### src/rtl/core/mpd_pkg.sv
// ----------------------------------------------------------------------------
// Multichannel phase dimmer package
// Shared widths, codes, reset values and interface structs.
// ----------------------------------------------------------------------------
package mpd_pkg;

    localparam int MPD_CHANNELS   = 16;
    localparam int MPD_GATE_W     = 16;
    localparam int MPD_CHAN_W     = 4;
    localparam int MPD_LEVEL_W    = 8;
    localparam int MPD_SYNC_W     = 16;
    localparam int MPD_OP_W       = 2;
    localparam int MPD_CFG_ADDR_W = 2;
    localparam int MPD_CFG_DATA_W = 16;
    localparam int MPD_IN_DATA_W  = 16;
    localparam int MPD_OUT_DATA_W = 24;

    // Division by five as a multiply by 205 and a shift by ten: exact for
    // every 8-bit value.
    localparam int MPD_DIV5_MUL   = 205;
    localparam int MPD_DIV5_SHIFT = 10;

    // Item kinds carried in tuser.
    typedef enum logic [MPD_OP_W-1:0] {
        OP_TICK       = 2'd0,
        OP_ZERO_CROSS = 2'd1,
        OP_LOAD       = 2'd2
    } t_op;

    // Configuration register indexes.
    localparam logic [MPD_CFG_ADDR_W-1:0] CFG_RESOLUTION   = 2'd0;
    localparam logic [MPD_CFG_ADDR_W-1:0] CFG_TRIM_LEVEL   = 2'd1;
    localparam logic [MPD_CFG_ADDR_W-1:0] CFG_SYNC_TIMEOUT = 2'd2;
    localparam logic [MPD_CFG_ADDR_W-1:0] CFG_DIRECT_MODE  = 2'd3;

    localparam logic [MPD_LEVEL_W-1:0] RST_RESOLUTION   = 8'd50;
    localparam logic [MPD_LEVEL_W-1:0] RST_TRIM_LEVEL   = 8'd2;
    localparam logic [MPD_SYNC_W-1:0]  RST_SYNC_TIMEOUT = 16'd2000;

    typedef struct packed {
        logic [MPD_LEVEL_W-1:0] resolution;
        logic [MPD_LEVEL_W-1:0] trim_level;
        logic [MPD_SYNC_W-1:0]  sync_timeout;
        logic                   direct_mode;
    } t_cfg;

    typedef struct packed {
        logic                  firing;
        logic                  sync_led;
        logic [MPD_GATE_W-1:0] gate_bits;
    } t_status;

endpackage

### src/rtl/core/mpd_cfg_regs.sv
// ----------------------------------------------------------------------------
// Multichannel phase dimmer configuration registers
// Write-only register file decoded from a plain index/data port.
// ----------------------------------------------------------------------------
module mpd_cfg_regs (
    input  logic                                i_clk,
    input  logic                                i_rst_n,
    input  logic                                i_cfg_we,
    input  logic [mpd_pkg::MPD_CFG_ADDR_W-1:0]  i_cfg_addr,
    input  logic [mpd_pkg::MPD_CFG_DATA_W-1:0]  i_cfg_wdata,
    output mpd_pkg::t_cfg                       o_cfg
);
    import mpd_pkg::*;

    t_cfg r_cfg;
    t_cfg n_cfg;

    always_comb begin
        n_cfg = r_cfg;
        if (i_cfg_we) begin
            unique case (i_cfg_addr)
                CFG_RESOLUTION:   n_cfg.resolution   = i_cfg_wdata[MPD_LEVEL_W-1:0];
                CFG_TRIM_LEVEL:   n_cfg.trim_level   = i_cfg_wdata[MPD_LEVEL_W-1:0];
                CFG_SYNC_TIMEOUT: n_cfg.sync_timeout = i_cfg_wdata[MPD_SYNC_W-1:0];
                CFG_DIRECT_MODE:  n_cfg.direct_mode  = i_cfg_wdata[0];
                default: ;
            endcase
        end
    end

    always_ff @(posedge i_clk) begin
        if (!i_rst_n) begin
            r_cfg.resolution   <= RST_RESOLUTION;
            r_cfg.trim_level   <= RST_TRIM_LEVEL;
            r_cfg.sync_timeout <= RST_SYNC_TIMEOUT;
            r_cfg.direct_mode  <= 1'b0;
        end else begin
            r_cfg <= n_cfg;
        end
    end

    assign o_cfg = r_cfg;

endmodule

### src/rtl/core/mpd_scale.sv
// ----------------------------------------------------------------------------
// Multichannel phase dimmer level scaler
// Turns a raw load value into a stored level: raw, or divided by five and
// clamped to the resolution.
// ----------------------------------------------------------------------------
module mpd_scale (
    input  logic [mpd_pkg::MPD_LEVEL_W-1:0] i_value,
    input  logic [mpd_pkg::MPD_LEVEL_W-1:0] i_resolution,
    input  logic                            i_direct,
    output logic [mpd_pkg::MPD_LEVEL_W-1:0] o_level
);
    import mpd_pkg::*;

    localparam int PROD_W = 2 * MPD_LEVEL_W;

    logic [PROD_W-1:0]      w_prod;
    logic [MPD_LEVEL_W-1:0] w_quot;

    assign w_prod = PROD_W'(i_value) * PROD_W'(MPD_DIV5_MUL);
    assign w_quot = MPD_LEVEL_W'(w_prod >> MPD_DIV5_SHIFT);

    always_comb begin
        if (i_direct) begin
            o_level = i_value;
        end else if (w_quot > i_resolution) begin
            o_level = i_resolution;
        end else begin
            o_level = w_quot;
        end
    end

endmodule

### src/rtl/core/mpd_core.sv
// ----------------------------------------------------------------------------
// Multichannel phase dimmer core
// Level buffers, phase counter, sync supervision and gate latches, updated
// once per item.
// ----------------------------------------------------------------------------
module mpd_core #(
    parameter int CHANNELS = mpd_pkg::MPD_CHANNELS
) (
    input  logic                            i_clk,
    input  logic                            i_rst_n,
    input  logic                            i_valid,
    input  mpd_pkg::t_op                    i_op,
    input  logic [mpd_pkg::MPD_CHAN_W-1:0]  i_channel,
    input  logic [mpd_pkg::MPD_LEVEL_W-1:0] i_level,
    input  logic                            i_last,
    input  mpd_pkg::t_cfg                   i_cfg,
    output mpd_pkg::t_status                o_status
);
    import mpd_pkg::*;

    logic [MPD_LEVEL_W-1:0] r_active [CHANNELS];
    logic [MPD_LEVEL_W-1:0] n_active [CHANNELS];
    logic [MPD_LEVEL_W-1:0] r_shadow [CHANNELS];
    logic [MPD_LEVEL_W-1:0] n_shadow [CHANNELS];
    logic                   r_pending;
    logic                   n_pending;
    logic [MPD_LEVEL_W-1:0] r_phase;
    logic [MPD_LEVEL_W-1:0] n_phase;
    logic                   r_fire;
    logic                   n_fire;
    logic [MPD_SYNC_W-1:0]  r_sync;
    logic [MPD_SYNC_W-1:0]  n_sync;
    logic [MPD_GATE_W-1:0]  r_gate;
    logic [MPD_GATE_W-1:0]  n_gate;
    logic                   r_led;
    logic                   n_led;

    always_comb begin
        n_active  = r_active;
        n_shadow  = r_shadow;
        n_pending = r_pending;
        n_phase   = r_phase;
        n_fire    = r_fire;
        n_sync    = r_sync;
        n_gate    = r_gate;
        n_led     = r_led;
        if (i_valid) begin
            unique case (i_op)
                OP_TICK: begin
                    if (r_sync >= i_cfg.sync_timeout) begin
                        n_led = 1'b0;
                    end else begin
                        n_sync = r_sync + 1'b1;
                    end
                    if (r_fire) begin
                        for (int i = 0; i < CHANNELS; i++) begin
                            if (r_phase < r_active[i]) begin
                                n_gate[i] = 1'b1;
                            end
                        end
                        // Trim point reached: end of the firing window.
                        if (r_phase <= i_cfg.trim_level) begin
                            n_gate = '0;
                            n_fire = 1'b0;
                        end
                        n_phase = r_phase - 1'b1;
                    end
                end
                OP_ZERO_CROSS: begin
                    n_gate = '0;
                    if (r_pending) begin
                        n_active  = r_shadow;
                        n_pending = 1'b0;
                    end
                    n_phase = i_cfg.resolution;
                    n_led   = !r_led;
                    n_sync  = '0;
                    n_fire  = 1'b1;
                end
                OP_LOAD: begin
                    // A channel beyond the fitted count matches no lane.
                    for (int i = 0; i < CHANNELS; i++) begin
                        if (i_channel == MPD_CHAN_W'(i)) begin
                            n_shadow[i] = i_level;
                        end
                    end
                    if (i_last) begin
                        n_pending = 1'b1;
                    end
                end
                default: ;
            endcase
        end
    end

    always_ff @(posedge i_clk) begin
        if (!i_rst_n) begin
            for (int i = 0; i < CHANNELS; i++) begin
                r_active[i] <= '0;
                r_shadow[i] <= '0;
            end
            r_pending <= 1'b0;
            r_phase   <= '0;
            r_fire    <= 1'b0;
            r_sync    <= '0;
            r_gate    <= '0;
            r_led     <= 1'b0;
        end else begin
            r_active  <= n_active;
            r_shadow  <= n_shadow;
            r_pending <= n_pending;
            r_phase   <= n_phase;
            r_fire    <= n_fire;
            r_sync    <= n_sync;
            r_gate    <= n_gate;
            r_led     <= n_led;
        end
    end

    assign o_status.firing    = r_fire;
    assign o_status.sync_led  = r_led;
    assign o_status.gate_bits = r_gate;

endmodule

### src/rtl/core/multichannel_phase_dimmer.sv
// ----------------------------------------------------------------------------
// Multichannel phase dimmer
// Triac phase-angle dimmer for up to sixteen channels, driven by a stream of
// ticks, zero-crosses and level loads.
// ----------------------------------------------------------------------------
// Channel   Direction  Handshake              Payload
// s_axis    in         tvalid / tready        tuser op, tdata channel+level, tlast
// m_axis    out        tvalid / tready        tdata gate bits, sync LED, firing
// cfg       in         i_cfg_we only          index i_cfg_addr, data i_cfg_wdata
//
// Each transfer passes an input register and then the state update, whose
// registered result is presented on m_axis; one transfer is taken every cycle
// while m_axis is not stalled.
// Reset is synchronous and active low; all state and configuration is cleared
// at once, with no clearing pass.
// A stalled output holds its result; the input register takes one more
// transfer and then s_axis_tready falls, rising again in the same cycle as
// m_axis_tready.
// ----------------------------------------------------------------------------
module multichannel_phase_dimmer #(
    parameter int CHANNELS = mpd_pkg::MPD_CHANNELS
) (
    input  logic                                i_clk,
    input  logic                                i_rst_n,
    // Input transfers.
    input  logic                                s_axis_tvalid,
    output logic                                s_axis_tready,
    // tdata: channel [3:0], level_value [11:4], zero padding [15:12].
    input  logic [mpd_pkg::MPD_IN_DATA_W-1:0]   s_axis_tdata,
    // tuser: op [1:0].
    input  logic [mpd_pkg::MPD_OP_W-1:0]        s_axis_tuser,
    input  logic                                s_axis_tlast,
    // Result transfers.
    output logic                                m_axis_tvalid,
    input  logic                                m_axis_tready,
    // tdata: gate_bits [15:0], sync_led [16], firing [17], zero padding [23:18].
    output logic [mpd_pkg::MPD_OUT_DATA_W-1:0]  m_axis_tdata,
    // Configuration writes.
    input  logic                                i_cfg_we,
    input  logic [mpd_pkg::MPD_CFG_ADDR_W-1:0]  i_cfg_addr,
    input  logic [mpd_pkg::MPD_CFG_DATA_W-1:0]  i_cfg_wdata
);
    import mpd_pkg::*;

    localparam int PAD_W = MPD_OUT_DATA_W - MPD_GATE_W - 2;

    t_cfg                   w_cfg;
    t_status                w_status;
    logic [MPD_LEVEL_W-1:0] w_level;
    logic                   w_s_accept;
    logic                   w_advance;
    logic                   w_step;

    // Input register stage. Payload needs no reset.
    logic                   r_in_valid;
    t_op                    r_in_op;
    logic [MPD_CHAN_W-1:0]  r_in_channel;
    logic [MPD_LEVEL_W-1:0] r_in_value;
    logic                   r_in_last;

    // The result stage is the core state itself; this bit says it holds a
    // result that has not yet been transferred.
    logic                   r_out_valid;

    assign w_advance     = !r_out_valid || m_axis_tready;
    assign w_step        = r_in_valid && w_advance;
    assign s_axis_tready = !r_in_valid || w_advance;
    assign w_s_accept    = s_axis_tvalid && s_axis_tready;

    always_ff @(posedge i_clk) begin
        if (!i_rst_n) begin
            r_in_valid <= 1'b0;
        end else if (w_s_accept) begin
            r_in_valid <= 1'b1;
        end else if (w_step) begin
            r_in_valid <= 1'b0;
        end
    end

    always_ff @(posedge i_clk) begin
        if (w_s_accept) begin
            r_in_op      <= t_op'(s_axis_tuser);
            r_in_channel <= s_axis_tdata[MPD_CHAN_W-1:0];
            r_in_value   <= s_axis_tdata[MPD_CHAN_W +: MPD_LEVEL_W];
            r_in_last    <= s_axis_tlast;
        end
    end

    always_ff @(posedge i_clk) begin
        if (!i_rst_n) begin
            r_out_valid <= 1'b0;
        end else if (w_step) begin
            r_out_valid <= 1'b1;
        end else if (m_axis_tready) begin
            r_out_valid <= 1'b0;
        end
    end

    mpd_cfg_regs u_cfg_regs (
        .i_clk       (i_clk),
        .i_rst_n     (i_rst_n),
        .i_cfg_we    (i_cfg_we),
        .i_cfg_addr  (i_cfg_addr),
        .i_cfg_wdata (i_cfg_wdata),
        .o_cfg       (w_cfg)
    );

    // Scaling sits between the input register and the core update.
    mpd_scale u_scale (
        .i_value      (r_in_value),
        .i_resolution (w_cfg.resolution),
        .i_direct     (w_cfg.direct_mode),
        .o_level      (w_level)
    );

    mpd_core #(
        .CHANNELS (CHANNELS)
    ) u_core (
        .i_clk     (i_clk),
        .i_rst_n   (i_rst_n),
        .i_valid   (w_step),
        .i_op      (r_in_op),
        .i_channel (r_in_channel),
        .i_level   (w_level),
        .i_last    (r_in_last),
        .i_cfg     (w_cfg),
        .o_status  (w_status)
    );

    // The core state only changes on a step, which cannot happen while a
    // result is stalled, so the state doubles as the output register.
    assign m_axis_tvalid = r_out_valid;
    assign m_axis_tdata  = {PAD_W'(0), w_status.firing, w_status.sync_led,
                            w_status.gate_bits};

endmodule

### config.mk
export PLATFORM = sky130hd
export DESIGN_NAME = multichannel_phase_dimmer
export DESIGN_NICKNAME = d
export VERILOG_FILES = /design/src/rtl/core/mpd_pkg.sv /design/src/rtl/core/mpd_cfg_regs.sv /design/src/rtl/core/mpd_scale.sv /design/src/rtl/core/mpd_core.sv /design/src/rtl/core/multichannel_phase_dimmer.sv
export SDC_FILE = /design/constraint.sdc
export NUM_CORES = 1
export LEC_CHECK = 0
export ABC_AREA = 0
export BUFFER_PORTS_ARGS = -buffer_cell sky130_fd_sc_hd__buf_2
export CORE_ASPECT_RATIO = 1.1
export CORE_MARGIN = 2
export CORE_UTILIZATION = 56
export DETAILED_ROUTE_END_ITERATION = 16
export PLACE_DENSITY = 0.78
export SYNTH_ARGS = -nofsm -noshare
export SYNTH_HDL_FRONTEND = slang
export SYNTH_SLANG_ARGS = --single-unit
### constraint.sdc
create_clock -name i_clk -period 6 [get_ports i_clk]
set_input_delay 0.9 -clock i_clk [delete_from_list [all_inputs] [get_ports i_clk]]
set_output_delay 0.9 -clock i_clk [all_outputs]
set_load 0.005 [all_outputs]
==> flow_summary.html, run 1 <==
<table>
<tr><th>Metric</th><th>Value</th></tr>
<tr><th colspan="2">Outcome</th></tr>
<tr><td>Run status</td><td>complete, no violations</td></tr>
<tr><th colspan="2">Place</th></tr>
<tr><td>IO Port Bufs</td><td>57</td></tr>
<tr><td>Weighted congestion at the end of routability-driven global placement</td><td>between 0.8 and 0.9</td></tr>
<tr><td>Estimated wirelength of the detail-placed design</td><td>25960 um</td></tr>
<tr><td>Post-place setup slack</td><td>about 0.045 ns</td></tr>
<tr><td># placed instances</td><td>between 2000 and 2500</td></tr>
<tr><th colspan="2">Critical path</th></tr>
<tr><td>Max stage delay on crit path</td><td>between 0.5 and 0.6 ns</td></tr>
<tr><td>Arr. time, crit path</td><td>between 6 and 7 ns</td></tr>
<tr><td>R2R depth</td><td>21</td></tr>
<tr><td>CP Capture Type</td><td>flip-flop</td></tr>
<tr><td>Reg2reg start</td><td>r_in_value[1]</td></tr>
<tr><td>Largest fanout on the critical path</td><td>16</td></tr>
<tr><td>Flop2flop setup slack</td><td>~0.27 ns</td></tr>
<tr><td>Family with the most delay on the worst path</td><td>adder cells</td></tr>
<tr><td>Required time reported for the critical path endpoint</td><td>6.35 ns</td></tr>
<tr><td>Cell with the largest stage delay on the worst path</td><td>sky130_fd_sc_hd__fa_1</td></tr>
<tr><td>Crit start category</td><td>flip-flop</td></tr>
<tr><td>Reg-to-reg critical path endpoint</td><td>u_core.r_shadow[105]</td></tr>
<tr><td>Critical path buffers and inverters</td><td>4</td></tr>
<tr><td>Cell-by-cell listing of the critical path</td><td>ha_1 -&gt; fa_1 -&gt; fa_1 -&gt; inv_1 -&gt; fa_1 -&gt; inv_1 -&gt; ha_1 -&gt; a21o_1 -&gt; a31oi_4 -&gt; o22ai_2 -&gt; a211oi_2 -&gt; xnor2_2 -&gt; ha_1 -&gt; o21a_1 -&gt; o21ai_1 -&gt; a211oi_2 -&gt; buf_4 -&gt; nor2_1 -&gt; a221oi_2 -&gt; buf_12 -&gt; a211oi_1</td></tr>
<tr><td>Crit path kind</td><td>reg -&gt; reg</td></tr>
<tr><th colspan="2">STA</th></tr>
<tr><td>Setup repair after global routing missed its margin</td><td>false</td></tr>
<tr><td>Final worst slack</td><td>~0.27 ns</td></tr>
<tr><td>Actual slew at the worst max-slew pin</td><td>1.248 ns</td></tr>
<tr><td>Fin. max-slew vios</td><td>0</td></tr>
<tr><td>Hold Violations, Final</td><td>0</td></tr>
<tr><td>Final Hold Slack</td><td>about 0.44 ns</td></tr>
<tr><td>Worst clock skew on the final layout</td><td>around 0.020 ns</td></tr>
<tr><td>Tightest slew margin relative to the limit</td><td>16.09%</td></tr>
<tr><td>Achievable Freq</td><td>0.1746 GHz</td></tr>
<tr><td>Clock period minus final worst setup slack</td><td>5.729 ns</td></tr>
<tr><td>Final-report setup violation count</td><td>0</td></tr>
<tr><td>TNS Setup</td><td>0 ns</td></tr>
<tr><td>Period utilization</td><td>95.48%</td></tr>
<tr><th colspan="2">Hold path</th></tr>
<tr><td>Hold Crit Depth</td><td>2</td></tr>
<tr><td>Worst Hold Class</td><td>reg -&gt; reg</td></tr>
<tr><td>Worst Min Path Start</td><td>u_core.r_shadow[15]</td></tr>
<tr><td>Hold worst-path end</td><td>u_core.r_active[15]</td></tr>
<tr><th colspan="2">Global route</th></tr>
<tr><td>Pin count of the biggest net entering global routing</td><td>approximately 140</td></tr>
<tr><td>Number of global-route vias before repair</td><td>~14000</td></tr>
<tr><td>Antenna violations before repair</td><td>0</td></tr>
<tr><td>Wire length of the first global-routing pass</td><td>67610 um</td></tr>
<tr><td>GR Util All Layers</td><td>25.98%</td></tr>
<tr><td>GRT Residual Overflow</td><td>0</td></tr>
<tr><th colspan="2">Route</th></tr>
<tr><td>DRC violations left</td><td>0</td></tr>
<tr><td>DR vias/cell</td><td>5.594</td></tr>
<tr><td>Detailed-route via count</td><td>14147</td></tr>
<tr><td>Number of violations reported at the end of detailed-routing iteration 0</td><td>~1100</td></tr>
<tr><td>WL final</td><td>41270 um</td></tr>
<tr><td>Avg WL per Cell</td><td>16.32 um</td></tr>
<tr><td>ANT nets after route</td><td>0</td></tr>
<tr><td>Pre-antenna DRT Iters</td><td>7</td></tr>
<tr><th colspan="2">Final layout</th></tr>
<tr><td>Antenna diode instance count</td><td>0</td></tr>
<tr><td>Final Instance Count excl. Fillers</td><td>about 2500</td></tr>
<tr><td>Fill cells</td><td>2535</td></tr>
<tr><td>Area growth from synthesis to layout</td><td>11.99%</td></tr>
<tr><td>Highest-count cells in the layout ignoring fill and taps</td><td>435 x sky130_fd_sc_hd__nand2_1, 334 x sky130_fd_sc_hd__dfxtp_1, 243 x sky130_fd_sc_hd__a21oi_1</td></tr>
<tr><td>Most common cell after layout, fill and taps aside</td><td>sky130_fd_sc_hd__nand2_1</td></tr>
<tr><td>Share of post-route cells with drive strength above 1</td><td>slightly below 9%</td></tr>
<tr><td>Net count reported at finish</td><td>2325</td></tr>
<tr><th colspan="2">Floorplanning</th></tr>
<tr><td>Cell row count</td><td>67</td></tr>
<tr><td>Count of boundary I/O pins</td><td>68</td></tr>
<tr><td>Width of the die</td><td>170.6 um</td></tr>
<tr><td>Die outline height</td><td>187.3 um</td></tr>
<tr><td>Die outline area</td><td>about 32000 um2</td></tr>
<tr><td>Effective utilization at floorplan</td><td>56.50%</td></tr>
<tr><td>CORE AREA</td><td>30260 um2</td></tr>
<tr><th colspan="2">Synthesis</th></tr>
<tr><td>Main combinational cell family by area after synthesis</td><td>compound AO/OA/AOI/OAI gates</td></tr>
<tr><td>Primary FF master, synth</td><td>sky130_fd_sc_hd__dfxtp_1</td></tr>
<tr><td>Number of synthesized register bits</td><td>349</td></tr>
<tr><td>Synth Area in XOR/XNOR</td><td>0.8708%</td></tr>
<tr><td>Number of flops mapped to enable cells by yosys</td><td>15</td></tr>
<tr><td>Average instance area after synthesis</td><td>~8.3 um2</td></tr>
<tr><td>Post-synthesis share of cell area spent on full adders, half adders and majority gates</td><td>14.90%</td></tr>
<tr><td>Sequential element share of the synthesized area</td><td>41.74%</td></tr>
<tr><td>Yosys Warn Count</td><td>0</td></tr>
<tr><td>Simple-gate share of the synthesized area</td><td>between 10% and 20%</td></tr>
<tr><td>Library cells used by synthesis</td><td>57</td></tr>
<tr><td>Number of standard cells after synthesis</td><td>around 2100</td></tr>
<tr><td>Synthesized-area fraction occupied by ao, oa, aoi and oai cells</td><td>17.10%</td></tr>
<tr><td>Share of synthesized area spent on multiplexers</td><td>approximately 2.1%</td></tr>
<tr><td>FFs w/ async S/R, synth</td><td>0%</td></tr>
<tr><td>Post-synthesis cell area</td><td>17100 um2</td></tr>
<tr><th colspan="2">Pwr</th></tr>
<tr><td>Static Leak</td><td>7.243 nW</td></tr>
<tr><td>Largest vdd supply drop</td><td>0.0002474 V</td></tr>
<tr><td>Power per Cell Area</td><td>~320 nW/um2</td></tr>
<tr><td>Power Total</td><td>6.062 mW</td></tr>
<tr><th colspan="2">Clock network</th></tr>
<tr><td>Clock slew at reported path FFs</td><td>0.06 ns</td></tr>
<tr><td>TritonCTS clock tree</td><td>done</td></tr>
<tr><td>Hold-fix buffer count after cts</td><td>0</td></tr>
<tr><td>Clock net sink count</td><td>roughly 350</td></tr>
<tr><td>Clock Latency Late Sink</td><td>between 0.5 and 0.6 ns</td></tr>
<tr><td>Root buffer cell</td><td>sky130_fd_sc_hd__clkbuf_16</td></tr>
<tr><td>Maximum level of the CTS H-tree</td><td>2</td></tr>
<tr><td>Clock buffer depth</td><td>3</td></tr>
<tr><td>Num CTS Buffers</td><td>37</td></tr>
<tr><th colspan="2">Job</th></tr>
<tr><td>Maximum Capacitance Violations</td><td>0</td></tr>
</table>
## metrics by stage
stage | util (%) | cell area (um2)
after floorplan | - | 17120
after global placement | 58.64 | 17750
after detailed placement | 58.64 | 17750
after CTS | 62.99 | 19060
after global routing | 63.28 | 19150
final | 63.28 | 19150
## area by class of cell
class                   count  area (um2)  share of cell area [%]
clock inverters            19       261.5                   1.366
multi-input cells        1419        8874                   46.34
inverters                 194       733.2                   3.829
well taps                 414       518.0                   2.705
repair buffers             85       573.1                   2.992
flip-flops and latches    349        7137                   37.27
clock buffers              49        1054                   5.501
## routing by layer
| layer | track usage (%) | part of all wire [%] | vias to the layer above |
|---|---|---|---|
| li1 | - | - | 6972 |
| met1 | 31.81 | 42 | 6686 |
| met2 | 45.25 | 49 | 377 |
| met3 | 3.703 | 5.2 | 112 |
| met4 | 11.24 | 3.9 | 0 |
| met5 | 0 | 0 | - |
## repair_timing
item	in CTS	in global routing
pin swaps	0	4
setup buffers	0	3
endpoints found under the setup margin	3	96
resized for setup	1	11
## synthesized netlist by cell type, types with 16 or more instances
library cell,n,share of area [%]
sky130_fd_sc_hd__a31o_2,17,0.87
sky130_fd_sc_hd__mux2i_1,36,2.1
sky130_fd_sc_hd__a21oi_1,243,7.1
sky130_fd_sc_hd__o21ai_0,70,2.0
sky130_fd_sc_hd__xnor2_1,16,0.82
sky130_fd_sc_hd__clkbuf_1,93,2.0
sky130_fd_sc_hd__nand3_1,31,0.91
sky130_fd_sc_hd__ha_1,186,14
sky130_fd_sc_hd__a211oi_1,18,0.79
sky130_fd_sc_hd__nor2_1,122,2.7
sky130_fd_sc_hd__nand2_1,436,9.6
sky130_fd_sc_hd__a21o_1,39,1.7
sky130_fd_sc_hd__nand2b_1,21,0.77
sky130_fd_sc_hd__inv_1,193,4.2
sky130_fd_sc_hd__o22ai_1,46,1.7
sky130_fd_sc_hd__dfxtp_1,334,39
## sequential cells by signal, summed over array words and instances (netlist names), 2 cells and up
signal,count
u_core.r_sync,16
u_core.r_active,128
u_cfg_regs.o_cfg,33
u_core.r_phase,8
r_in_value,8
r_in_op,2
r_in_channel,4
u_core.r_shadow,128
u_core.r_gate,16
## cell families (layout without fill, tap and decap cells)
| logic type | Yosys count | after routing |
|---|---|---|
| muxes | 36 | 36 |
| and+or+nand+nor | 672 | 672 |
| other | 1 | 6 |
| DFF | 349 | 349 |
| adders and majority gates | 197 | 197 |
| buffers and inverters | 308 | 347 |
| AOI/OAI and AO/OA | 491 | 491 |
| xor gates and xnor gates | 17 | 17 |
## report_power, final
| part | leakage (nW) | switching, mW | internal [mW] |
|---|---|---|---|
| Sequential | 2.84 | 0.0225 | 2.36 |
| Combinational | 3.75 | 0.771 | 0.474 |
| Clock | 0.652 | 0.966 | 1.47 |
| Total | 7.24 | 1.76 | 4.30 |
## worst max path at each step
stage | to | cells past startpoint | startpoint | slack [ns]
floorplan | u_core.r_shadow[3] | 19 | r_in_value[5] | 0.44
global placement | u_core.r_shadow[68] | 21 | r_in_value[1] | 0.19
detailed placement | u_core.r_shadow[124] | 20 | r_in_value[1] | 0.04
CTS | u_core.r_shadow[124] | 20 | r_in_value[1] | 0.07
global route | u_core.r_shadow[92] | 21 | r_in_value[1] | 0.006
finish | u_core.r_shadow[105] | 21 | r_in_value[1] | 0.27
## tightest hold or removal path, delay by kind of cell (launching register included)
kind	cells	cell delay (ns)
AND/OR/NAND/NOR	1	0.05
flip-flops	1	0.31
AO/OA/AOI/OAI	1	0.05
Note: power is estimated with default switching activity, not from simulation.
==> run 2: changes to the inputs <==
Settings changed: CAP_MARGIN from default to 5, PLACE_DENSITY 0.78 to default, PLACE_DENSITY_LB_ADDON from default to 0.2.
==> run 2 against run 1 <==
Net effect:
- sequential share of layout area rose by 0.23 points
- sequential power barely moved
- global-route usage rose by 0.47 points
- non-clock buffer count fell by 2
- largest cell class unchanged
- largest power group is now sequential cells
==> flow_summary.html, run 2 (synthesis results as in run 1) <==
<table>
<tr><th>Metric</th><th>Value</th></tr>
<tr><th colspan="2">Route</th></tr>
<tr><td>ANT nets after route</td><td>0 (unchanged)</td></tr>
<tr><td>Avg WL per Cell</td><td>16.54 um (+1.3%)</td></tr>
<tr><td>Detailed-route via count</td><td>13940 (-1.5%)</td></tr>
<tr><td>Number of violations reported at the end of detailed-routing iteration 0</td><td>1001 (-6.9%)</td></tr>
<tr><td>DR vias/cell</td><td>5.514 (-1.4%)</td></tr>
<tr><td>WL final</td><td>41810 um (+1.3%)</td></tr>
<tr><td>Pre-antenna DRT Iters</td><td>5 (-2)</td></tr>
<tr><td>DRC violations left</td><td>0 (unchanged)</td></tr>
<tr><th colspan="2">Hold path</th></tr>
<tr><td>Worst Hold Class</td><td>reg -&gt; reg</td></tr>
<tr><th colspan="2">Critical path</th></tr>
<tr><td>Largest fanout on the critical path</td><td>13 (-3)</td></tr>
<tr><td>CP Capture Type</td><td>flip-flop</td></tr>
<tr><td>Family with the most delay on the worst path</td><td>adder cells</td></tr>
<tr><td>Crit start category</td><td>flip-flop</td></tr>
<tr><td>Cell with the largest stage delay on the worst path</td><td>sky130_fd_sc_hd__fa_1</td></tr>
<tr><td>Required time reported for the critical path endpoint</td><td>6.46 ns (+0.11 ns)</td></tr>
<tr><td>Critical path buffers and inverters</td><td>3 (-1)</td></tr>
<tr><td>Arr. time, crit path</td><td>6.11 ns (+0.03 ns)</td></tr>
<tr><td>Cell-by-cell listing of the critical path</td><td>ha_1 -&gt; fa_1 -&gt; fa_1 -&gt; inv_1 -&gt; fa_1 -&gt; inv_1 -&gt; ha_1 -&gt; a21o_1 -&gt; a31oi_1 -&gt; o221a_2 -&gt; o21bai_1 -&gt; xor2_1 -&gt; ha_1 -&gt; a2111oi_2 -&gt; a211oi_2 -&gt; or2_2 -&gt; o31ai_4 -&gt; buf_12 -&gt; nand2_1 -&gt; mux2i_1</td></tr>
<tr><td>Crit path kind</td><td>reg -&gt; reg</td></tr>
<tr><td>Max stage delay on crit path</td><td>0.53 ns (-0.02 ns)</td></tr>
<tr><th colspan="2">STA</th></tr>
<tr><td>Achievable Freq</td><td>0.1769 GHz (+1.3%)</td></tr>
<tr><td>Period utilization</td><td>94.23% (-1.3 points)</td></tr>
<tr><td>Hold Violations, Final</td><td>0 (unchanged)</td></tr>
<tr><td>Clock period minus final worst setup slack</td><td>5.654 ns (-0.07522 ns)</td></tr>
<tr><td>Actual slew at the worst max-slew pin</td><td>1.228 ns (-0.02039 ns)</td></tr>
<tr><td>Worst clock skew on the final layout</td><td>0.01422 ns (-0.005947 ns)</td></tr>
<tr><td>Final-report setup violation count</td><td>0 (unchanged)</td></tr>
<tr><td>Tightest slew margin relative to the limit</td><td>18.14% (+2.1 points)</td></tr>
<tr><td>Fin. max-slew vios</td><td>0 (unchanged)</td></tr>
<tr><th colspan="2">Pwr</th></tr>
<tr><td>Cell internal pwr</td><td>4.185 mW (-2.7%)</td></tr>
<tr><td>Switching share of total power</td><td>29.57% (+0.56 points)</td></tr>
<tr><td>Power per Cell Area</td><td>312.2 nW/um2 (-1.4%)</td></tr>
<tr><td>Sw power</td><td>1.757 mW (about the same)</td></tr>
<tr><td>Clock share of power</td><td>39.0% (-1.2 points)</td></tr>
<tr><td>Combinational power share</td><td>20.9% (+0.4 points)</td></tr>
<tr><td>Static Leak</td><td>7.196 nW (-0.64%)</td></tr>
<tr><td>Largest vdd supply drop</td><td>0.0002725 V (+10%)</td></tr>
<tr><td>Seq pwr share</td><td>40.1% (+0.8 points)</td></tr>
<tr><th colspan="2">Global route</th></tr>
<tr><td>Global-route track usage on met2</td><td>45.39% (+0.14 points)</td></tr>
<tr><td>Number of global-route vias before repair</td><td>13506 (-2.9%)</td></tr>
<tr><td>GR Util All Layers</td><td>26.45% (+0.47 points)</td></tr>
<tr><td>Met1 GRT Util</td><td>34.04% (+2.2 points)</td></tr>
<tr><td>GR met3 Demand/Resource</td><td>3.597% (-0.11 points)</td></tr>
<tr><td>Antenna violations before repair</td><td>0 (unchanged)</td></tr>
<tr><td>Pin count of the biggest net entering global routing</td><td>112 (-17%)</td></tr>
<tr><td>GRT Residual Overflow</td><td>0 (unchanged)</td></tr>
<tr><td>Peak-usage layer in the global routing report</td><td>met2</td></tr>
<tr><td>Wire length of the first global-routing pass</td><td>67870 um (+0.38%)</td></tr>
<tr><th colspan="2">Final layout</th></tr>
<tr><td>Share of the core filled with cells in the final layout</td><td>62.89% (-0.39 points)</td></tr>
<tr><td>Share of post-route cells with drive strength above 1</td><td>8.515% (-0.33 points)</td></tr>
<tr><td>Area growth from synthesis to layout</td><td>11.31%</td></tr>
<tr><td>Net count reported at finish</td><td>2324 (-0.043%)</td></tr>
<tr><td>Highest-count cells in the layout ignoring fill and taps</td><td>435 x sky130_fd_sc_hd__nand2_1, 334 x sky130_fd_sc_hd__dfxtp_1, 243 x sky130_fd_sc_hd__a21oi_1</td></tr>
<tr><td>Antenna diode instance count</td><td>0 (unchanged)</td></tr>
<tr><td>Finished Cell Area</td><td>19030 um2 (-0.61%)</td></tr>
<tr><td>Most common cell after layout, fill and taps aside</td><td>sky130_fd_sc_hd__nand2_1</td></tr>
<tr><th colspan="2">Floorplanning</th></tr>
<tr><td>Effective utilization at floorplan</td><td>56.50% (unchanged)</td></tr>
<tr><td>Width of the die</td><td>170.6 um (unchanged)</td></tr>
<tr><td>Cell row count</td><td>67 (unchanged)</td></tr>
<tr><td>Die outline area</td><td>31950 um2 (unchanged)</td></tr>
<tr><td>CORE AREA</td><td>30260 um2 (unchanged)</td></tr>
<tr><td>Die outline height</td><td>187.3 um (unchanged)</td></tr>
<tr><td>Count of boundary I/O pins</td><td>68 (unchanged)</td></tr>
<tr><th colspan="2">Clock network</th></tr>
<tr><td>Hold-fix buffer count after cts</td><td>0 (unchanged)</td></tr>
<tr><td>Num CTS Buffers</td><td>38 (+2.7%)</td></tr>
<tr><td>Clock slew at reported path FFs</td><td>0.06 ns (about the same)</td></tr>
<tr><td>TritonCTS clock tree</td><td>done</td></tr>
<tr><td>Clock net sink count</td><td>349 (unchanged)</td></tr>
<tr><td>Maximum level of the CTS H-tree</td><td>2 (unchanged)</td></tr>
<tr><td>Clock buffer depth</td><td>3 (unchanged)</td></tr>
<tr><td>Clock Latency Late Sink</td><td>0.53 ns (about the same)</td></tr>
<tr><td>Root buffer cell</td><td>sky130_fd_sc_hd__clkbuf_16</td></tr>
<tr><th colspan="2">Outcome</th></tr>
<tr><td>Run status</td><td>complete, no violations</td></tr>
<tr><th colspan="2">Place</th></tr>
<tr><td>Estimated wirelength of the detail-placed design</td><td>26170 um (+0.82%)</td></tr>
<tr><td>Placement-stage cell area</td><td>17740 um2 (about the same)</td></tr>
<tr><td>IO Port Bufs</td><td>57 (unchanged)</td></tr>
<tr><td>Weighted congestion at the end of routability-driven global placement</td><td>0.8317 (-6.4%)</td></tr>
<tr><th colspan="2">Job</th></tr>
<tr><td>Maximum Capacitance Violations</td><td>0 (unchanged)</td></tr>
</table>
[run 2: tightest hold or removal path: cells and delay by family, from the launching register on]
kind            cells  cell delay [ns]
flops               1             0.30
compound gates      1             0.05
buf+inv             1             0.04
[run 2: power by group through the flow]
stage | combinational, mW | sequential, mW | clock, mW
3_5_place_dp | 1.20 | 2.43 | 0
4_1_cts | 1.21 | 2.38 | 2.35
2_1_floorplan | 0.648 | 2.43 | 0
6_report | 1.24 | 2.38 | 2.32
3_3_place_gp | 1.18 | 2.43 | 0
5_1_grt | 1.34 | 2.38 | 2.45
[run 2: final timing paths]
| kind | from | to | slack [ns] | cells past startpoint |
|---|---|---|---|---|
| min | u_core.r_gate[11] | u_core.r_gate[11] | 0.44 | 2 |
| max | r_in_value[1] | u_core.r_shadow[116] | 0.35 | 20 |
| max reg2reg | r_in_value[1] | u_core.r_shadow[116] | 0.35 | 20 |
| min reg2reg | u_core.r_gate[11] | u_core.r_gate[11] | 0.44 | 2 |
[run 2: stage by stage]
stage | cells | TNS [ns] | hold slack (ns) | power [mW] | setup WS, ns
5_1_grt | 2528 | -0.05126 | 0.4540 | 6.169 | -0.02074
6_report | 2528 | 0 | 0.4410 | 5.943 | 0.3462
2_1_floorplan | 2076 | 0 | 0.4287 | 3.078 | 0.4414
4_1_cts | 2526 | 0 | 0.4396 | 5.946 | 0.09813
3_3_place_gp | 2457 | 0 | 0.4310 | 3.614 | 0.1894
3_5_place_dp | 2457 | 0 | 0.4343 | 3.630 | 0.1037
[run 2: area by class of cell]
| class | count | area [um2] |
|---|---|---|
| clock inverters | 12 | 96.34 |
| repair buffers | 83 | 558.0 |
| multi-input cells | 1419 | 8833 |
| clock buffers | 57 | 1156 |
| flip-flops and latches | 349 | 7137 |
| well taps | 414 | 518.0 |
| inverters | 194 | 733.2 |
| fillers | 2646 | 11230 |
[run 2: timing repair]
action / 4_1_cts / 5_1_grt
setup buffers: 0 / 2
setup endpoints to repair: 0 / 96
gates resized for setup: 0 / 5
[run 2: layer usage]
metal | up-vias | wire length (um) | part of all wire (%)
li1 | 6977 | - | -
met2 | 323 | 20150 | 48
met5 | - | 0 | 0
met4 | 0 | 1194 | 2.9
met1 | 6552 | 18470 | 44
met3 | 88 | 1998 | 4.8
==> run 3: changes to the inputs <==
Settings changed: MAX_ROUTING_LAYER from default to met4.
==> run 3 against run 2 <==
Net effect:
- clock power about the same
- critical endpoint is now u_core.r_shadow[108]
- non-clock buffer count up 2
- highest routed layer unchanged
- cell area about the same
- worst setup slack worse by 0.14 ns
- largest cell class unchanged
- via count up 0.27%
- fmax down 2.4%
- critical path type unchanged
- total power down 0.14%
- sequential cell count unchanged
- utilization about the same
- hold slack worse by 0.0015 ns
==> flow_summary.html, run 3 (synthesis results as in run 1) <==
<table>
<tr><th>Metric</th><th>Value</th></tr>
<tr><th colspan="2">Global route</th></tr>
<tr><td>Number of global-route vias before repair</td><td>13589 (+0.61%)</td></tr>
<tr><td>GR Util All Layers</td><td>27.21% (+0.76 points)</td></tr>
<tr><td>Antenna violations before repair</td><td>0 (unchanged)</td></tr>
<tr><td>Pin count of the biggest net entering global routing</td><td>102 (-8.9%)</td></tr>
<tr><td>Wire length of the first global-routing pass</td><td>67830 um (about the same)</td></tr>
<tr><td>GRT Residual Overflow</td><td>0 (unchanged)</td></tr>
<tr><th colspan="2">Final layout</th></tr>
<tr><td>Share of the core filled with cells in the final layout</td><td>62.92% (about the same)</td></tr>
<tr><td>Most common cell after layout, fill and taps aside</td><td>sky130_fd_sc_hd__nand2_1</td></tr>
<tr><td>Fill cells</td><td>2650 (+0.15%)</td></tr>
<tr><td>Antenna diode instance count</td><td>0 (unchanged)</td></tr>
<tr><td>Highest-count cells in the layout ignoring fill and taps</td><td>435 x sky130_fd_sc_hd__nand2_1, 334 x sky130_fd_sc_hd__dfxtp_1, 243 x sky130_fd_sc_hd__a21oi_1</td></tr>
<tr><td>Net count reported at finish</td><td>2326 (+0.086%)</td></tr>
<tr><td>Seq. cell area</td><td>7137 um2 (unchanged)</td></tr>
<tr><td>Share of post-route cells with drive strength above 1</td><td>8.661% (+0.15 points)</td></tr>
<tr><td>Area growth from synthesis to layout</td><td>11.36% (about the same)</td></tr>
<tr><td>Multi-input combinational cell area</td><td>8862 um2 (+0.33%)</td></tr>
<tr><td>Finished Cell Area</td><td>19040 um2 (about the same)</td></tr>
<tr><th colspan="2">Critical path</th></tr>
<tr><td>Arr. time, crit path</td><td>6.25 ns (+0.14 ns)</td></tr>
<tr><td>Reg2reg start</td><td>r_in_value[1]</td></tr>
<tr><td>Family with the most delay on the worst path</td><td>adder cells</td></tr>
<tr><td>Flop2flop setup slack</td><td>0.21 ns (-0.14 ns)</td></tr>
<tr><td>Crit path kind</td><td>reg -&gt; reg</td></tr>
<tr><td>Number of stages on the worst setup path</td><td>20 (unchanged)</td></tr>
<tr><td>Crit start category</td><td>flip-flop</td></tr>
<tr><td>Cell with the largest stage delay on the worst path</td><td>sky130_fd_sc_hd__fa_1</td></tr>
<tr><td>Cell-by-cell listing of the critical path</td><td>ha_1 -&gt; fa_1 -&gt; fa_1 -&gt; inv_1 -&gt; fa_1 -&gt; inv_1 -&gt; ha_1 -&gt; a21o_1 -&gt; a31oi_2 -&gt; o221a_2 -&gt; o21bai_1 -&gt; xor2_1 -&gt; ha_1 -&gt; a2111oi_4 -&gt; a211oi_2 -&gt; or2_2 -&gt; o31ai_4 -&gt; buf_12 -&gt; nand2_1 -&gt; o21ai_1</td></tr>
<tr><td>R2R depth</td><td>20 (unchanged)</td></tr>
<tr><td>Critical path buffers and inverters</td><td>3 (unchanged)</td></tr>
<tr><td>Required time reported for the critical path endpoint</td><td>6.45 ns (about the same)</td></tr>
<tr><td>CP Capture Type</td><td>flip-flop</td></tr>
<tr><td>Max stage delay on crit path</td><td>0.53 ns (about the same)</td></tr>
<tr><td>Largest fanout on the critical path</td><td>13 (unchanged)</td></tr>
<tr><td>Reg-to-reg critical path endpoint</td><td>u_core.r_shadow[108]</td></tr>
<tr><th colspan="2">Pwr</th></tr>
<tr><td>Switching share of total power</td><td>29.89% (+0.31 points)</td></tr>
<tr><td>Clock share of power</td><td>38.6% (-0.4 points)</td></tr>
<tr><td>Static Leak</td><td>7.201 nW (about the same)</td></tr>
<tr><td>Power per Cell Area</td><td>311.6 nW/um2 (-0.19%)</td></tr>
<tr><td>Sw power</td><td>1.774 mW (+0.92%)</td></tr>
<tr><td>Largest vdd supply drop</td><td>0.0002865 V (+5.1%)</td></tr>
<tr><td>Combinational power share</td><td>21.3% (+0.4 points)</td></tr>
<tr><td>Seq pwr share</td><td>40.1% (about the same)</td></tr>
<tr><td>Cell internal pwr</td><td>4.161 mW (-0.58%)</td></tr>
<tr><th colspan="2">Place</th></tr>
<tr><td>Post-place setup slack</td><td>0.02362 ns (-0.08004 ns)</td></tr>
<tr><td>Weighted congestion at the end of routability-driven global placement</td><td>0.8616 (+3.6%)</td></tr>
<tr><td>Estimated wirelength of the detail-placed design</td><td>25560 um (-2.3%)</td></tr>
<tr><td>IO Port Bufs</td><td>57 (unchanged)</td></tr>
<tr><td>Placement-stage cell area</td><td>17760 um2 (+0.13%)</td></tr>
<tr><th colspan="2">Clock network</th></tr>
<tr><td>Num CTS Buffers</td><td>38 (unchanged)</td></tr>
<tr><td>Maximum level of the CTS H-tree</td><td>2 (unchanged)</td></tr>
<tr><td>TritonCTS clock tree</td><td>done</td></tr>
<tr><td>Hold-fix buffer count after cts</td><td>0 (unchanged)</td></tr>
<tr><td>Clock slew at reported path FFs</td><td>0.06 ns (about the same)</td></tr>
<tr><td>Clock Latency Late Sink</td><td>0.54 ns (about the same)</td></tr>
<tr><td>Clock net sink count</td><td>349 (unchanged)</td></tr>
<tr><td>Root buffer cell</td><td>sky130_fd_sc_hd__clkbuf_16</td></tr>
<tr><td>Clock buffer depth</td><td>3 (unchanged)</td></tr>
<tr><th colspan="2">Hold path</th></tr>
<tr><td>Hold Crit Depth</td><td>2 (unchanged)</td></tr>
<tr><td>Hold worst-path end</td><td>u_core.r_gate[2]</td></tr>
<tr><td>Worst Min Path Start</td><td>u_core.r_gate[2]</td></tr>
<tr><td>Worst Hold Class</td><td>reg -&gt; reg</td></tr>
<tr><th colspan="2">Route</th></tr>
<tr><td>DRC violations left</td><td>0 (unchanged)</td></tr>
<tr><td>Detailed-route via count</td><td>13978 (+0.27%)</td></tr>
<tr><td>Pre-antenna DRT Iters</td><td>5 (unchanged)</td></tr>
<tr><td>Avg WL per Cell</td><td>16.38 um (-0.97%)</td></tr>
<tr><td>ANT nets after route</td><td>0 (unchanged)</td></tr>
<tr><td>DR vias/cell</td><td>5.531 (+0.31%)</td></tr>
<tr><td>WL final</td><td>41390 um (-1.0%)</td></tr>
<tr><td>Number of violations reported at the end of detailed-routing iteration 0</td><td>994 (-0.70%)</td></tr>
<tr><th colspan="2">Floorplanning</th></tr>
<tr><td>Effective utilization at floorplan</td><td>56.50% (unchanged)</td></tr>
<tr><td>Width of the die</td><td>170.6 um (unchanged)</td></tr>
<tr><td>Die outline area</td><td>31950 um2 (unchanged)</td></tr>
<tr><td>CORE AREA</td><td>30260 um2 (unchanged)</td></tr>
<tr><td>Cell row count</td><td>67 (unchanged)</td></tr>
<tr><td>Count of boundary I/O pins</td><td>68 (unchanged)</td></tr>
<tr><td>Die outline height</td><td>187.3 um (unchanged)</td></tr>
<tr><th colspan="2">STA</th></tr>
<tr><td>Tightest slew margin relative to the limit</td><td>19.53% (+1.4 points)</td></tr>
<tr><td>TNS Setup</td><td>0 ns (unchanged)</td></tr>
<tr><td>Final worst slack</td><td>0.2065 ns (-0.1397 ns)</td></tr>
<tr><td>Worst clock skew on the final layout</td><td>0.02308 ns (+0.008857 ns)</td></tr>
<tr><td>Period utilization</td><td>96.56% (+2.3 points)</td></tr>
<tr><td>Clock period minus final worst setup slack</td><td>5.793 ns (+0.1397 ns)</td></tr>
<tr><td>Hold Violations, Final</td><td>0 (unchanged)</td></tr>
<tr><td>Actual slew at the worst max-slew pin</td><td>1.207 ns (-0.02090 ns)</td></tr>
<tr><td>Achievable Freq</td><td>0.1726 GHz (-2.4%)</td></tr>
<tr><td>Final-report setup violation count</td><td>0 (unchanged)</td></tr>
<tr><td>Fin. max-slew vios</td><td>0 (unchanged)</td></tr>
<tr><th colspan="2">Job</th></tr>
<tr><td>Maximum Capacitance Violations</td><td>0 (unchanged)</td></tr>
<tr><th colspan="2">Outcome</th></tr>
<tr><td>Run status</td><td>complete, no violations</td></tr>
</table>
## run 3: layout make-up
cell class                 instances  share of cell area, %
clock buffer                      55                  5.861
inverter                         194                  3.850
clock inverter                    11                 0.5388
tap                              414                  2.720
timing repair buffer              85                  3.009
sequential                       349                  37.48
multi-input combinational       1419                  46.54
## run 3: worst max path at each step
stage                       start                    to  slack, ns
CTS                 r_in_value[2]  u_core.r_shadow[108]       0.04
floorplan           r_in_value[5]    u_core.r_shadow[3]       0.44
global placement    r_in_value[2]  u_core.r_shadow[108]       0.17
detailed placement  r_in_value[2]  u_core.r_shadow[108]       0.02
global route        r_in_value[1]  u_core.r_shadow[108]      -0.01
finish              r_in_value[1]  u_core.r_shadow[108]       0.21
## run 3: metrics by stage
stage / hold slack, ns / instances / power [mW]
3_3_place_gp: 0.4306 / 2460 / 3.615
5_1_grt: 0.4558 / 2527 / 6.171
3_5_place_dp: 0.4337 / 2460 / 3.640
4_1_cts: 0.4421 / 2526 / 5.923
2_1_floorplan: 0.4287 / 2076 / 3.078
6_report: 0.4395 / 2527 / 5.934
## run 3: repair_timing
item | 4_1_cts | 5_1_grt
cloned | 0 | 0
gates resized for setup | 1 | 9
endpoints found under the setup margin | 1 | 68
setup buffers | 0 | 1
pin swaps | 0 | 2
## run 3: metal layers
metal / wire length (um) / up-vias / share of wire [%] / global-route usage [%]
met3: 1837 / 105 / 4.4 / 3.364
li1: - / 6979 / - / -
met1: 18240 / 6587 / 44 / 33.97
met4: 1493 / 0 / 3.6 / 9.500
met2: 19820 / 307 / 48 / 45.34
met5: 0 / - / 0 / -
## run 3: power by group through the flow
stage,Clock [mW],Sequential [mW],Combinational [mW]
2_1_floorplan,0,2.43,0.648
3_3_place_gp,0,2.43,1.18
3_5_place_dp,0,2.43,1.21
4_1_cts,2.32,2.38,1.22
5_1_grt,2.42,2.38,1.36
6_report,2.29,2.38,1.26
## run 3: worst reg2reg max path, delay by kind of cell, from the launching register on
kind | cells | cell delay [ns]
compound gates | 8 | 1.71
flops | 1 | 0.45
buf+inv | 3 | 0.29
xor+xnor | 1 | 0.26
simple gates | 2 | 0.45
fa+ha+maj | 6 | 2.56
